===== src/rtl/tdb_pkg.sv =====
// Shared types and constants for the tick-to-OHLC delta bar block.
// Used by tdb_front, tdb_fifo, tdb_back and the top level.
package tdb_pkg;

  localparam int EpochW = 40;
  localparam int PriceW = 32;
  localparam int MidW   = 33;
  localparam int CntW   = 32;
  localparam int CfgW   = 20;
  localparam int RatioW = 22;
  localparam int FracW  = 20;
  localparam int CfgIdxW = 1;

  localparam logic [CfgIdxW-1:0] CfgGapIdx = 1'b0;
  localparam logic [CfgIdxW-1:0] CfgBarIdx = 1'b1;

  localparam logic [CfgW-1:0] GapReset = CfgW'(30 * 60);
  localparam logic [CfgW-1:0] BarReset = CfgW'(15 * 60);

  typedef enum logic {
    OP_TICK = 1'b0,
    OP_END  = 1'b1
  } op_e;

  // one classified beat handed from front to back
  typedef struct packed {
    op_e               op;
    logic [EpochW-1:0] epoch;
    logic [EpochW-1:0] bucket;
    logic [MidW-1:0]   mid;
  } item_t;

  typedef struct packed {
    logic full;
    logic empty;
  } fifo_stat_t;

endpackage


===== src/rtl/tdb_front.sv =====
// Front end: accepts beats, drops bad ticks, aligns the tick time to the bar
// with a bit-serial remainder unit. Depends on tdb_pkg.
module tdb_front (
  input  logic                       clk_i,
  input  logic                       rst_ni,
  input  logic                       in_valid_i,
  output logic                       in_stall_o,
  input  logic                       operation_i,
  input  logic [tdb_pkg::EpochW-1:0] epoch_i,
  input  logic [tdb_pkg::PriceW-1:0] bid_i,
  input  logic [tdb_pkg::PriceW-1:0] ask_i,
  input  logic [tdb_pkg::CfgW-1:0]   bar_seconds_i,
  input  tdb_pkg::fifo_stat_t        fifo_stat_i,
  output logic                       push_o,
  output tdb_pkg::item_t             item_o
);
  import tdb_pkg::*;

  typedef enum logic [1:0] {
    S_IDLE,
    S_DIV,
    S_PUSH
  } state_e;

  localparam int CntBits = $clog2(EpochW + 1);

  state_e              state_q, state_d;
  logic [CntBits-1:0]  cnt_q, cnt_d;
  logic [CfgW:0]       rem_q, rem_d;
  logic [EpochW-1:0]   dvd_q, dvd_d;
  logic [EpochW-1:0]   epoch_q, epoch_d;
  logic [MidW-1:0]     mid_q, mid_d;
  logic [CfgW-1:0]     len_q, len_d;
  logic                accept;
  logic                keep;
  logic [CfgW:0]       trial;

  assign in_stall_o = (state_q != S_IDLE) || fifo_stat_i.full;
  assign accept     = in_valid_i && !in_stall_o;
  assign keep       = (ask_i > bid_i) && (bid_i != '0);
  assign trial      = {rem_q[CfgW-1:0], dvd_q[EpochW-1]};

  always_comb begin
    state_d = state_q;
    cnt_d   = cnt_q;
    rem_d   = rem_q;
    dvd_d   = dvd_q;
    epoch_d = epoch_q;
    mid_d   = mid_q;
    len_d   = len_q;
    push_o  = 1'b0;
    item_o  = '0;
    case (state_q)
      S_IDLE: begin
        if (accept && operation_i == OP_END) begin
          push_o    = 1'b1;
          item_o.op = OP_END;
        end else if (accept && keep) begin
          epoch_d = epoch_i;
          dvd_d   = epoch_i;
          rem_d   = '0;
          mid_d   = {1'b0, bid_i} + {1'b0, ask_i};
          len_d   = (bar_seconds_i == '0) ? CfgW'(1) : bar_seconds_i;
          cnt_d   = CntBits'(EpochW);
          state_d = S_DIV;
        end
      end
      S_DIV: begin
        rem_d = (trial >= {1'b0, len_q}) ? trial - {1'b0, len_q} : trial;
        dvd_d = {dvd_q[EpochW-2:0], 1'b0};
        cnt_d = cnt_q - 1'b1;
        if (cnt_q == CntBits'(1)) begin
          state_d = S_PUSH;
        end
      end
      S_PUSH: begin
        push_o        = 1'b1;
        item_o.op     = OP_TICK;
        item_o.epoch  = epoch_q;
        item_o.bucket = epoch_q - {{(EpochW-CfgW){1'b0}}, rem_q[CfgW-1:0]};
        item_o.mid    = mid_q;
        state_d       = S_IDLE;
      end
      default: state_d = S_IDLE;
    endcase
  end

  always_ff @(posedge clk_i or negedge rst_ni) begin
    if (!rst_ni) begin
      state_q <= S_IDLE;
      cnt_q   <= '0;
    end else begin
      state_q <= state_d;
      cnt_q   <= cnt_d;
    end
  end

  always_ff @(posedge clk_i) begin
    rem_q   <= rem_d;
    dvd_q   <= dvd_d;
    epoch_q <= epoch_d;
    mid_q   <= mid_d;
    len_q   <= len_d;
  end

endmodule


===== src/rtl/tdb_fifo.sv =====
// Two-entry queue between front and back ends.
// Depends on tdb_pkg.
module tdb_fifo (
  input  logic                clk_i,
  input  logic                rst_ni,
  input  logic                push_i,
  input  tdb_pkg::item_t      item_i,
  input  logic                pop_i,
  output tdb_pkg::item_t      item_o,
  output tdb_pkg::fifo_stat_t stat_o
);
  import tdb_pkg::*;

  item_t       mem_q [2];
  logic        wp_q, rp_q;
  logic [1:0]  cnt_q;

  assign item_o       = mem_q[rp_q];
  assign stat_o.full  = (cnt_q == 2'd2);
  assign stat_o.empty = (cnt_q == 2'd0);

  always_ff @(posedge clk_i or negedge rst_ni) begin
    if (!rst_ni) begin
      wp_q  <= 1'b0;
      rp_q  <= 1'b0;
      cnt_q <= '0;
    end else begin
      if (push_i) wp_q <= ~wp_q;
      if (pop_i)  rp_q <= ~rp_q;
      cnt_q <= cnt_q + {1'b0, push_i} - {1'b0, pop_i};
    end
  end

  always_ff @(posedge clk_i) begin
    if (push_i) mem_q[wp_q] <= item_i;
  end

endmodule


===== src/rtl/tdb_back.sv =====
// Back end: bar state, tick rule, bar close and the serial ratio divider.
// Depends on tdb_pkg.
module tdb_back (
  input  logic                       clk_i,
  input  logic                       rst_ni,
  input  tdb_pkg::fifo_stat_t        fifo_stat_i,
  input  tdb_pkg::item_t             item_i,
  output logic                       pop_o,
  input  logic [tdb_pkg::CfgW-1:0]   gap_limit_i,
  output logic                       out_valid_o,
  input  logic                       out_stall_i,
  output logic [tdb_pkg::EpochW-1:0] bar_start_o,
  output logic [tdb_pkg::CntW-1:0]   seg_num_o,
  output logic [tdb_pkg::MidW-1:0]   open_mid_o,
  output logic [tdb_pkg::MidW-1:0]   high_mid_o,
  output logic [tdb_pkg::MidW-1:0]   low_mid_o,
  output logic [tdb_pkg::MidW-1:0]   close_mid_o,
  output logic [tdb_pkg::CntW-1:0]   tick_count_o,
  output logic [tdb_pkg::CntW-1:0]   buy_count_o,
  output logic [tdb_pkg::CntW-1:0]   sell_count_o,
  output logic [tdb_pkg::CntW-1:0]   neutral_count_o,
  output logic [tdb_pkg::MidW-1:0]   delta_o,
  output logic [tdb_pkg::RatioW-1:0] ratio_o
);
  import tdb_pkg::*;

  typedef enum logic {
    S_IDLE,
    S_DIV
  } state_e;

  localparam int QW   = FracW + 1;
  localparam int QCW  = $clog2(QW + 1);
  localparam int RemW = CntW + 2;

  state_e             state_q;
  logic               active_q, havep_q, pmv_q;
  logic [EpochW-1:0]  start_q, ptime_q;
  logic [MidW-1:0]    open_q, high_q, low_q, close_q, pmid_q;
  logic [CntW-1:0]    ticks_q, buy_q, sell_q, neut_q, bseg_q, segc_q;
  logic               ovalid_q;
  logic [EpochW-1:0]  o_start_q;
  logic [CntW-1:0]    o_seg_q, o_ticks_q, o_buy_q, o_sell_q, o_neut_q;
  logic [MidW-1:0]    o_open_q, o_high_q, o_low_q, o_close_q, o_delta_q;
  logic [RatioW-1:0]  o_ratio_q;
  logic               neg_q;
  logic [RemW-1:0]    rem_q;
  logic [MidW-1:0]    den_q;
  logic [QW-1:0]      quo_q;
  logic [QCW-1:0]     qcnt_q;

  logic               pop, is_end, gap, diff, closing, emit, fresh;
  logic [EpochW-1:0]  elapsed;
  logic               up, dn;
  logic               s_neg;
  logic [CntW-1:0]    s_mag;
  logic [MidW-1:0]    s_den;
  logic               qbit;
  logic [RemW-1:0]    rem_sub;
  logic [QW-1:0]      quo_next;

  function automatic logic [CntW-1:0] sat_inc(input logic [CntW-1:0] v);
    sat_inc = (v == '1) ? v : v + 1'b1;
  endfunction

  assign pop     = !fifo_stat_i.empty && (state_q == S_IDLE) && !ovalid_q;
  assign pop_o   = pop;
  assign is_end  = (item_i.op == OP_END);
  assign elapsed = item_i.epoch - ptime_q;
  assign gap     = havep_q && (item_i.epoch > ptime_q) &&
                   (elapsed > {{(EpochW-CfgW){1'b0}}, gap_limit_i});
  assign diff    = start_q != item_i.bucket;
  assign closing = is_end ? active_q : (active_q && (gap || diff));
  assign emit    = is_end ? active_q : (active_q && diff);
  assign fresh   = !active_q || closing;
  assign up      = !gap && pmv_q && (item_i.mid > pmid_q);
  assign dn      = !gap && pmv_q && (item_i.mid < pmid_q);
  assign s_neg   = sell_q > buy_q;
  assign s_mag   = s_neg ? sell_q - buy_q : buy_q - sell_q;
  assign s_den   = {1'b0, buy_q} + {1'b0, sell_q};

  assign qbit     = rem_q >= {1'b0, den_q};
  assign rem_sub  = qbit ? rem_q - {1'b0, den_q} : rem_q;
  assign quo_next = {quo_q[QW-2:0], qbit};

  assign out_valid_o     = ovalid_q;
  assign bar_start_o     = o_start_q;
  assign seg_num_o       = o_seg_q;
  assign open_mid_o      = o_open_q;
  assign high_mid_o      = o_high_q;
  assign low_mid_o       = o_low_q;
  assign close_mid_o     = o_close_q;
  assign tick_count_o    = o_ticks_q;
  assign buy_count_o     = o_buy_q;
  assign sell_count_o    = o_sell_q;
  assign neutral_count_o = o_neut_q;
  assign delta_o         = o_delta_q;
  assign ratio_o         = o_ratio_q;

  always_ff @(posedge clk_i or negedge rst_ni) begin
    if (!rst_ni) begin
      state_q  <= S_IDLE;
      ovalid_q <= 1'b0;
      active_q <= 1'b0;
      havep_q  <= 1'b0;
      pmv_q    <= 1'b0;
      ptime_q  <= '0;
      pmid_q   <= '0;
      segc_q   <= '0;
      start_q  <= '0;
      qcnt_q   <= '0;
    end else begin
      if (ovalid_q && !out_stall_i) ovalid_q <= 1'b0;
      case (state_q)
        S_IDLE: begin
          if (pop && emit) begin
            if (s_den == '0) begin
              ovalid_q <= 1'b1;
            end else begin
              state_q <= S_DIV;
              qcnt_q  <= QCW'(QW);
            end
          end
          if (pop && is_end) begin
            active_q <= 1'b0;
          end else if (pop) begin
            active_q <= 1'b1;
            havep_q  <= 1'b1;
            pmv_q    <= 1'b1;
            ptime_q  <= item_i.epoch;
            pmid_q   <= item_i.mid;
            if (gap) segc_q <= segc_q + 1'b1;
            if (fresh) start_q <= item_i.bucket;
          end
        end
        S_DIV: begin
          qcnt_q <= qcnt_q - 1'b1;
          if (qcnt_q == QCW'(1)) begin
            state_q  <= S_IDLE;
            ovalid_q <= 1'b1;
          end
        end
        default: state_q <= S_IDLE;
      endcase
    end
  end

  // bar payload and output snapshot
  always_ff @(posedge clk_i) begin
    if (pop && !is_end) begin
      if (fresh) begin
        open_q  <= item_i.mid;
        high_q  <= item_i.mid;
        low_q   <= item_i.mid;
        ticks_q <= CntW'(1);
        buy_q   <= CntW'(up);
        sell_q  <= CntW'(dn);
        neut_q  <= CntW'(!up && !dn);
        bseg_q  <= gap ? segc_q + 1'b1 : segc_q;
      end else begin
        if (item_i.mid > high_q) high_q <= item_i.mid;
        if (item_i.mid < low_q)  low_q  <= item_i.mid;
        ticks_q <= sat_inc(ticks_q);
        if (up)      buy_q  <= sat_inc(buy_q);
        else if (dn) sell_q <= sat_inc(sell_q);
        else         neut_q <= sat_inc(neut_q);
      end
      close_q <= item_i.mid;
    end
    if (state_q == S_IDLE && pop && emit) begin
      o_start_q <= start_q;
      o_seg_q   <= bseg_q;
      o_open_q  <= open_q;
      o_high_q  <= high_q;
      o_low_q   <= low_q;
      o_close_q <= close_q;
      o_ticks_q <= ticks_q;
      o_buy_q   <= buy_q;
      o_sell_q  <= sell_q;
      o_neut_q  <= neut_q;
      o_delta_q <= s_neg ? MidW'(0) - {1'b0, s_mag} : {1'b0, s_mag};
      o_ratio_q <= '0;
      neg_q     <= s_neg;
      den_q     <= s_den;
      rem_q     <= {2'b00, s_mag};
      quo_q     <= '0;
    end else if (state_q == S_DIV) begin
      quo_q <= quo_next;
      rem_q <= {rem_sub[RemW-2:0], 1'b0};
      if (qcnt_q == QCW'(1)) begin
        o_ratio_q <= neg_q ? RatioW'(0) - {1'b0, quo_next} : {1'b0, quo_next};
      end
    end
  end

endmodule


===== src/rtl/tick_to_ohlc_delta_bars.sv =====
// Top level of the tick-to-OHLC delta bar block: config registers, front end,
// queue and back end. Depends on tdb_pkg, tdb_front, tdb_fifo, tdb_back.
//
// Price ticks are grouped into time bars aligned to bar_seconds; a bar is
// emitted when a tick falls in a different bar or on an end-of-stream beat, and
// a bar cut by a time gap above the gap limit is dropped unless the gap tick
// falls in a different bar. In the front end a kept tick passes the bit-serial
// remainder unit that aligns the tick time (one bit of the 40-bit epoch per
// cycle); bad ticks are dropped. A bar close runs the ratio divider in the back
// end (not when buy plus sell is zero), and the back end waits while a finished
// bar sits unread on the output; a two-beat queue lets the front keep working.
module tick_to_ohlc_delta_bars (
  input  logic                        clk_i,
  input  logic                        rst_ni,
  input  logic                        in_valid_i,
  output logic                        in_stall_o,
  input  logic                        operation_i,
  input  logic [tdb_pkg::EpochW-1:0]  epoch_i,
  input  logic [tdb_pkg::PriceW-1:0]  bid_i,
  input  logic [tdb_pkg::PriceW-1:0]  ask_i,
  input  logic                        cfg_we_i,
  input  logic [tdb_pkg::CfgIdxW-1:0] cfg_index_i,
  input  logic [tdb_pkg::CfgW-1:0]    cfg_data_i,
  output logic                        out_valid_o,
  input  logic                        out_stall_i,
  output logic [tdb_pkg::EpochW-1:0]  bar_start_o,
  output logic [tdb_pkg::CntW-1:0]    seg_num_o,
  output logic [tdb_pkg::MidW-1:0]    open_mid_o,
  output logic [tdb_pkg::MidW-1:0]    high_mid_o,
  output logic [tdb_pkg::MidW-1:0]    low_mid_o,
  output logic [tdb_pkg::MidW-1:0]    close_mid_o,
  output logic [tdb_pkg::CntW-1:0]    tick_count_o,
  output logic [tdb_pkg::CntW-1:0]    buy_count_o,
  output logic [tdb_pkg::CntW-1:0]    sell_count_o,
  output logic [tdb_pkg::CntW-1:0]    neutral_count_o,
  output logic [tdb_pkg::MidW-1:0]    delta_o,
  output logic [tdb_pkg::RatioW-1:0]  ratio_o
);
  import tdb_pkg::*;

  logic [CfgW-1:0] gap_q, bar_q;
  logic            push, pop;
  item_t           push_item, pop_item;
  fifo_stat_t      fstat;

  always_ff @(posedge clk_i or negedge rst_ni) begin
    if (!rst_ni) begin
      gap_q <= GapReset;
      bar_q <= BarReset;
    end else if (cfg_we_i) begin
      case (cfg_index_i)
        CfgGapIdx: gap_q <= cfg_data_i;
        CfgBarIdx: bar_q <= cfg_data_i;
        default: ;
      endcase
    end
  end

  tdb_front u_front (
    .clk_i         (clk_i),
    .rst_ni        (rst_ni),
    .in_valid_i    (in_valid_i),
    .in_stall_o    (in_stall_o),
    .operation_i   (operation_i),
    .epoch_i       (epoch_i),
    .bid_i         (bid_i),
    .ask_i         (ask_i),
    .bar_seconds_i (bar_q),
    .fifo_stat_i   (fstat),
    .push_o        (push),
    .item_o        (push_item)
  );

  tdb_fifo u_fifo (
    .clk_i  (clk_i),
    .rst_ni (rst_ni),
    .push_i (push),
    .item_i (push_item),
    .pop_i  (pop),
    .item_o (pop_item),
    .stat_o (fstat)
  );

  tdb_back u_back (
    .clk_i           (clk_i),
    .rst_ni          (rst_ni),
    .fifo_stat_i     (fstat),
    .item_i          (pop_item),
    .pop_o           (pop),
    .gap_limit_i     (gap_q),
    .out_valid_o     (out_valid_o),
    .out_stall_i     (out_stall_i),
    .bar_start_o     (bar_start_o),
    .seg_num_o       (seg_num_o),
    .open_mid_o      (open_mid_o),
    .high_mid_o      (high_mid_o),
    .low_mid_o       (low_mid_o),
    .close_mid_o     (close_mid_o),
    .tick_count_o    (tick_count_o),
    .buy_count_o     (buy_count_o),
    .sell_count_o    (sell_count_o),
    .neutral_count_o (neutral_count_o),
    .delta_o         (delta_o),
    .ratio_o         (ratio_o)
  );

endmodule

===== config.mk =====
export PLATFORM = sky130hd
export DESIGN_NAME = tick_to_ohlc_delta_bars
export DESIGN_NICKNAME = d
export VERILOG_FILES = /design/src/rtl/tdb_pkg.sv /design/src/rtl/tdb_front.sv /design/src/rtl/tdb_fifo.sv /design/src/rtl/tdb_back.sv /design/src/rtl/tick_to_ohlc_delta_bars.sv
export SDC_FILE = /design/constraint.sdc
export NUM_CORES = 2
export LEC_CHECK = 0
export ABC_AREA = 0
export BUFFER_PORTS_ARGS = -buffer_cell sky130_fd_sc_hd__buf_2
export CORE_MARGIN = 5
export CORE_UTILIZATION = 38
export CTS_CLUSTER_SIZE = 16
export DETAILED_ROUTE_END_ITERATION = 8
export GPL_TIMING_DRIVEN = 0
export REMOVE_ABC_BUFFERS = 1
export SLEW_MARGIN = 10
export SYNTH_ARGS = -nofsm -noshare
export SYNTH_HDL_FRONTEND = slang
export SYNTH_SLANG_ARGS = --single-unit

===== constraint.sdc =====
create_clock -name clk_i -period 17.6 [get_ports clk_i]
set_clock_uncertainty 0.2 [all_clocks]
set_input_delay 0.88 -clock clk_i [delete_from_list [all_inputs] [get_ports clk_i]]
set_output_delay 0.88 -clock clk_i [all_outputs]
set_load 0.1 [all_outputs]

## Word level (Yosys, flattened, before mapping)

Memories as Yosys holds them, arrays and structs flattened.
Index checks and enable logic that the tools add are counted.

- Word-level logic and storage cells: 229
- Register bits after elaboration: 1,126
- Output and inout port bits: 389
- Bits of input ports: 131
- Memories kept: 1
- Bits in writable memories: 228

Memory list:

| name | words | width | rd ports | clocked after Yosys merged registers in | write ports | RTL line | text |
|---|---|---|---|---|---|---|---|
| u_fifo.mem_q | 2 | 114 | 1 | 0 | 1 | tdb_fifo.sv:14 | `item_t mem_q [2];` |

- Reduce and logical (&&, ||, !) cells: 62
- Mux-type cells: 59
- Magnitude comparators: 10
- Bitwise logic cells: 6
- $add $sub $neg: 19
- Eq/ne operators: 21

Operators with widths:

| cell | number |
|---|---|
| 32-bit two-way mux | 14 |
| 33-bit two-way mux | 5 |
| 32-bit by 1-bit adder with 32-bit output, second input constant | 5 |
| 32-bit equality test, second input constant | 4 |
| 113-bit two-way mux | 1 |
| 40-bit two-way mux | 2 |
| 40-bit one-hot mux with 2 select lines | 1 |
| 32-bit by 32-bit adder with 33-bit output | 2 |
| 33-bit greater-than comparator | 2 |
| 33-bit less-than comparator | 2 |
| 32-bit greater-than comparator | 2 |
| 32-bit subtractor | 2 |
| 20-bit two-way mux | 3 |
| 40-bit by 20-bit greater-than comparator with 1-bit output | 1 |
| 40-bit greater-than comparator | 1 |
| 40-bit inequality test | 1 |
| 20-bit one-hot mux with 2 select lines | 1 |
| 40-bit by 20-bit subtractor with 40-bit output | 1 |
| 40-bit subtractor | 1 |
| 34-bit by 33-bit greater-or-equal comparator with 1-bit output | 1 |
| 33-bit zero test | 1 |
| 1-bit by 32-bit subtractor with 33-bit output, first input constant | 1 |
| 33-bit subtractor | 1 |
| 32-bit nonzero test | 1 |
| other kinds (32) | 121 |

## Logic depth before layout (Yosys ltp)

An unclocked memory read counts as a cell.

- Depth in word-level cells: 10
- Mapped depth: 33
- Mapped depth without buffers: 25

## Hierarchy

Synthesis repeated with hierarchy kept, for this count alone.

- Cells, all modules: 5,984
- Area, all modules: 69,600.5 um^2

Modules (own cells, without submodules):

| module | area an instance (um^2) | seq. area each (um^2) | cells an instance | times used |
|---|---|---|---|---|
| tdb_back | 48,007.3 | 26,415.3 | 4,312 | 1 |
| tdb_front | 11,359.6 | 4,794.6 | 1,216 | 1 |
| tdb_fifo | 8,623.3 | 6,946.7 | 370 | 1 |
| tick_to_ohlc_delta_bars | 1,610.3 | 1,011.0 | 86 | 1 |

## Worst setup path before layout

Ideal clock, no wire load.

- Path kind: reg-to-reg
- Start: register u_fifo.rp_q
- End: register u_back.rem_q[29] (data pin)
- Path slack: 3.310 ns
- Stages on the path, launching flop included: 13
- Arrival time: 13.398 ns
- Path buffers: 4
- Setup time: 0.691 ns
- Period minus slack after synthesis: 14.290 ns
- Data required time: 16.709 ns
- Path through: dfrtp_1 > buf_2 > buf_1 > mux2i_1 > xnor2_1 > nor4_1 > nand4_1 > or4_1 > nand3_1 > clkbuf_1 > clkinv_1 > clkbuf_1 > a21oi_1

- Word-level cells in the longest chain between the ends: 6

Ends and longest elaborated chain:

| what | RTL line | text |
|---|---|---|
| start: declaration | tdb_fifo.sv:15 | `logic wp_q, rp_q;` |
| start signal: assignment | tdb_fifo.sv:29 | `if (pop_i) rp_q <= ~rp_q;` |
| memory read 2 x 114 bit (*) | -- |  |
| 40-bit inequality test | tdb_back.sv:72 | `assign diff = start_q != item_i.bucket;` |
| 1-bit logical AND | tdb_back.sv:74 | `assign emit = is_end ? active_q : (active_q && diff);` |
| 1-bit two-way mux (*) | tdb_back.sv:74 |  |
| 1-bit logical AND (*) | tdb_back.sv:170 | `if (state_q == S_IDLE && pop && emit) begin` |
| 32-bit two-way mux (*) | tdb_back.sv:170 |  |
| end signal: assignment | tdb_back.sv:185 | `rem_q <= {2'b00, s_mag};` |
| end signal: assignment | tdb_back.sv:189 | `rem_q <= {rem_sub[RemW-2:0], 1'b0};` |
| end: declaration | tdb_back.sv:47 | `logic [RemW-1:0] rem_q;` |

Mark *: on every way between the ends. The rest lies on a longest branch, timed or not.
A chain may end at the register's enable or synchronous reset.

## Worst setup path in the final report

- Start: register u_fifo.rp_q
- End: register u_back.low_q[11] (enable)

- Word-level cells in the longest chain between the ends: 10
- Elaborated cells between the ends (all ways): 16
- Classes of those cells: add/sub (1); order compare (3); eq/ne (1); mux (1); reduce/logical (9); memory (1)

Ends and longest elaborated chain:

| what | RTL line | text |
|---|---|---|
| memory read 2 x 114 bit (*) | -- |  |
| 40-bit subtractor / 40-bit greater-than comparator (equally long branches) | tdb_back.sv:69, tdb_back.sv:70 |  |
| 40-bit by 20-bit greater-than comparator with 1-bit output / 1-bit logical AND (equally long branches) | tdb_back.sv:71, tdb_back.sv:70 |  |
| 1-bit logical AND | tdb_back.sv:70 | `assign gap = havep_q && (item_i.epoch > ptime_q) &&` |
| 1-bit logical OR | tdb_back.sv:73 | `assign closing = is_end ? active_q : (active_q && (gap \|\| diff));` |
| 1-bit logical AND | tdb_back.sv:73 |  |
| 1-bit two-way mux | tdb_back.sv:73 |  |
| 1-bit logical OR | tdb_back.sv:75 | `assign fresh = !active_q \|\| closing;` |
| 2-bit nonzero test (no source line) | -- |  |
| 2-bit AND reduction (no source line) (*) | -- |  |
| end signal: assignment | tdb_back.sv:154 | `low_q <= item_i.mid;` |
| end signal: assignment | tdb_back.sv:162 | `if (item_i.mid < low_q) low_q <= item_i.mid;` |
| end: declaration | tdb_back.sv:39 | `logic [MidW-1:0] open_q, high_q, low_q, close_q, pmid_q;` |

Marks and branches as above.

==> out/metrics.csv <==
stage,metric,value,unit
min_path,hold depth,1,
synthesis,Cell variety after synth,96,
clock_tree,CTS H-Tree Depth,4,
critical_path,CP Data Arrival Time,9990,ps
placed_design,pre-CTS WS,7950,ps
grt,global route overflow,0,
clock_tree,worst skew pair latency,800,ps
synthesis,Post-Synthesis Mean Instance Area,11.5,um2
floorplan,Die Y,435,um
layout,# fillers,16700,
synthesis,xor and xnor area share after synthesis,5.51,%
layout,"Design Area, Final",79700,um2
synthesis,#FFs+latches synth,1353,
sta,Slew HR,17.7,%
run,max_cap viols,0,
layout,Final Util,44.3,%
synthesis,"Async S/R FF share, synth",15.2,%
min_path,hold path start,epoch_i[0],
power,Leakage Power,31.3,nW
synthesis,Mapped Cells,5984,
min_path,hold endpoint,u_front.epoch_q[0],
synthesis,"EDFF count, synth",1103,
min_path,Hold Path Class,in -> reg,
synthesis,dominant synthesized flop cell,edfxtp_1,
critical_path,"Req. time, crit path",17930,ps
sta,period utilization,54.9,%
synthesis,Mapped Area,68600,um2
critical_path,crit path max fanout,48,
clock_tree,Clock transition at path regs,60,ps
clock_tree,clock sinks,1353,
clock_tree,Max Root-Sink Buffers,3,
sta,Max Slew Vio Count,0,
critical_path,crit end category,flop,
grt,antenna violations before repair,18,
route,Vias,46800,
sta,Fmax,104,MHz
floorplan,Core Region,180000,um2
route,number of DRC markers in iteration 0,3302,
critical_path,cell mode on critical path,a21oi_1,
placed_design,number of port buffers,519,
critical_path,"slowest stage delay, CP",880,ps
synthesis,mux cell area share after synthesis,3.59,%
sta,Final WS setup,7940,ps
critical_path,Setup CP Type,reg -> reg,
grt,Total GRT Usage,19.3,%
clock_tree,CTS tree,yes,
critical_path,Reg2Reg Capture Point,u_back.low_q[11],
critical_path,FF-to-FF Start,u_fifo.rp_q,
floorplan,initial core utilization,38.1,%
sta,Hold Fails Final Rpt,0,
sta,Worst Tran Pin Value,1220,ps
power,VDD IR max,93.6,uV
floorplan,io pins,520,
floorplan,Horiz. Die Dim,435,um
critical_path,FF-to-FF setup slack,7940,ps
sta,post-route minimum period,9660,ps
run_status,run status,finished clean,
synthesis,Synth Area in Adders,7.58,%
synthesis,Post-Synth Simple-Gate Area,12.1,%
critical_path,Startpoint Class,flop,
route,Detail Route Antenna Nets,0,
power,Power Total,13.6,mW
floorplan,Die ar.,189000,um2
grt,first-pass GRT wire length,283000,um
layout,Synth-to-Final Area Change,16.2,%
critical_path,slowest cell on the critical path,dfrtp_4,
critical_path,Critical Path Start,u_fifo.rp_q,
placed_design,gpl congestion,0.905,
critical_path,R2R cell count,25,
grt,vias in the first global route,46200,
sta,RSZ-0062 raised after global routing,false,
critical_path,crit path buf inv count,4,
placed_design,placed cell area,74600,um2
sta,setup TNS,0,ps
placed_design,DP Wirelength,142000,um
route,first-pass iteration count of the detailed router,8,
route,total wire length,188000,um
synthesis,compound-gate portion of the synthesized area,10.1,%
clock_tree,CTS buffer count,148,
sta,endpoints failing setup,0,
critical_path,crit-path leading delay family,compound AO/OA/AOI/OAI gates,
layout,Nets,7055,
synthesis,largest family of logic cells by synthesized area,simple AND/OR/NAND/NOR gates,
route,wire per inst,20.9,um
power,PwrDens,170,nW/um2
synthesis,total number of yosys warnings,0,
grt,largest net degree at the start of global routing,108,
route,Remaining DRCs,0,
floorplan,# rows,156,
synthesis,"Seq/Total Area, Yosys",57.1,%
route,vias per cell,5.19,
clock_tree,Root Buffer,clkbuf_16,
layout,layout cells sized above 1,14.8,%
clock_tree,post-CTS setup buffer count,0,
## cell usage after synthesis (85+ instances only)
library cell / n / area (um2)
nand2_1: 515 / 1930
nand3_1: 135 / 676
and2_1: 96 / 601
xor2_1: 109 / 955
a21o_1: 85 / 638
o21ai_0: 297 / 1490
a21oi_1: 319 / 1600
xnor2_1: 321 / 2810
clkbuf_1: 173 / 649
nor2_1: 455 / 1710
nor3_1: 108 / 541
mux2_2: 107 / 1200
nand4_1: 99 / 619
edfxtp_1: 1103 / 33100
inv_1: 499 / 1870
mux2i_1: 124 / 1240
ha_1: 403 / 5040
dfrtp_1: 198 / 4950
## state kept, by name, summed over array words and instances, names as in the netlist, 34 cells and up
| name | count |
|---|---|
| u_front.dvd_q | 40 |
| u_back.start_q | 40 |
| u_front.epoch_q | 40 |
| u_fifo.mem_q | 228 |
| u_back.rem_q | 34 |
| u_back.bar_start_o | 40 |
| u_back.ptime_q | 40 |
## area by class of cell
type                            count  area [um2]  share of cell area (%)
Clock buffer                      191        3920                    4.91
Multi-Input combinational cell   3919       26900                    33.7
Clock inverter                     86         980                    1.23
Tap cell                         2370        2970                    3.72
Antenna cell                       10        25.0                  0.0314
Inverter                          507        1910                    2.40
Sequential cell                  1353       39200                    49.1
Timing Repair Buffer              584        3860                    4.84
## worst max path at each step
stage,end,cells past startpoint
finish,u_back.low_q[11],25
global route,u_back.low_q[11],25
CTS,u_back.low_q[11],25
detailed placement,u_back.low_q[11],24
global placement,u_back.high_mid_o[12],6
floorplan,u_back.bar_start_o[0],8
## metrics by stage
stage / hold slack [ps] / std cells
floorplan: 200 / 5779
global placement: 202 / 8668
detailed placement: 205 / 8715
global route: 33.1 / 9020
finish: 87.0 / 9020
CTS: 0.141 / 9010
## layout by cell type, fill, tap and decap left out, types with 51 or more instances in the layout
cell type and n:
edfxtp_1 1103, buf_2 518, nand2_1 512, inv_1 499, nor2_1 453, ha_1 403, xnor2_1 321, a21oi_1 312
o21ai_0 297, dfrtp_1 196, clkbuf_16 148, nand3_1 134, mux2i_1 124, xor2_1 109, mux2_2 107, nor3_1 107
nand4_1 99, and2_1 95, a21o_1 85, o21a_1 68, and3_1 61, a211oi_1 56, o21bai_1 51
## logic make-up after synthesis
kind of cell,count (synthesis)
multiplexers,232
AO/OA/AOI/OAI,1108
adder cells (fa/ha/maj),411
flip-flops,1353
XOR/XNOR,431
buffers and inverters,712
AND/OR/NAND/NOR,1737
## routing by layer
| layer | track usage, % | wire [um] |
|---|---|---|
| met3 | 2.53 | 6950 |
| met4 | 10.1 | 10100 |
| met2 | 33.4 | 93800 |
| met5 | 0 | 0 |
| met1 | 23.4 | 77300 |
## repair_timing
action,CTS,global route
hold buffers,18,0
gates resized for setup,0,0
hold endpoints to repair,41,0
## report_power, final
group / switching, mW / total [mW] / internal [mW] / leakage [nW]
sequential: 0.357 / 4.70 / 4.34 / 13.1
clock: 1.33 / 3.12 / 1.79 / 2.36
combinational: 3.91 / 5.78 / 1.87 / 15.9
total: 5.59 / 13.6 / 8.00 / 31.3
(Power assumes the default switching activity.)
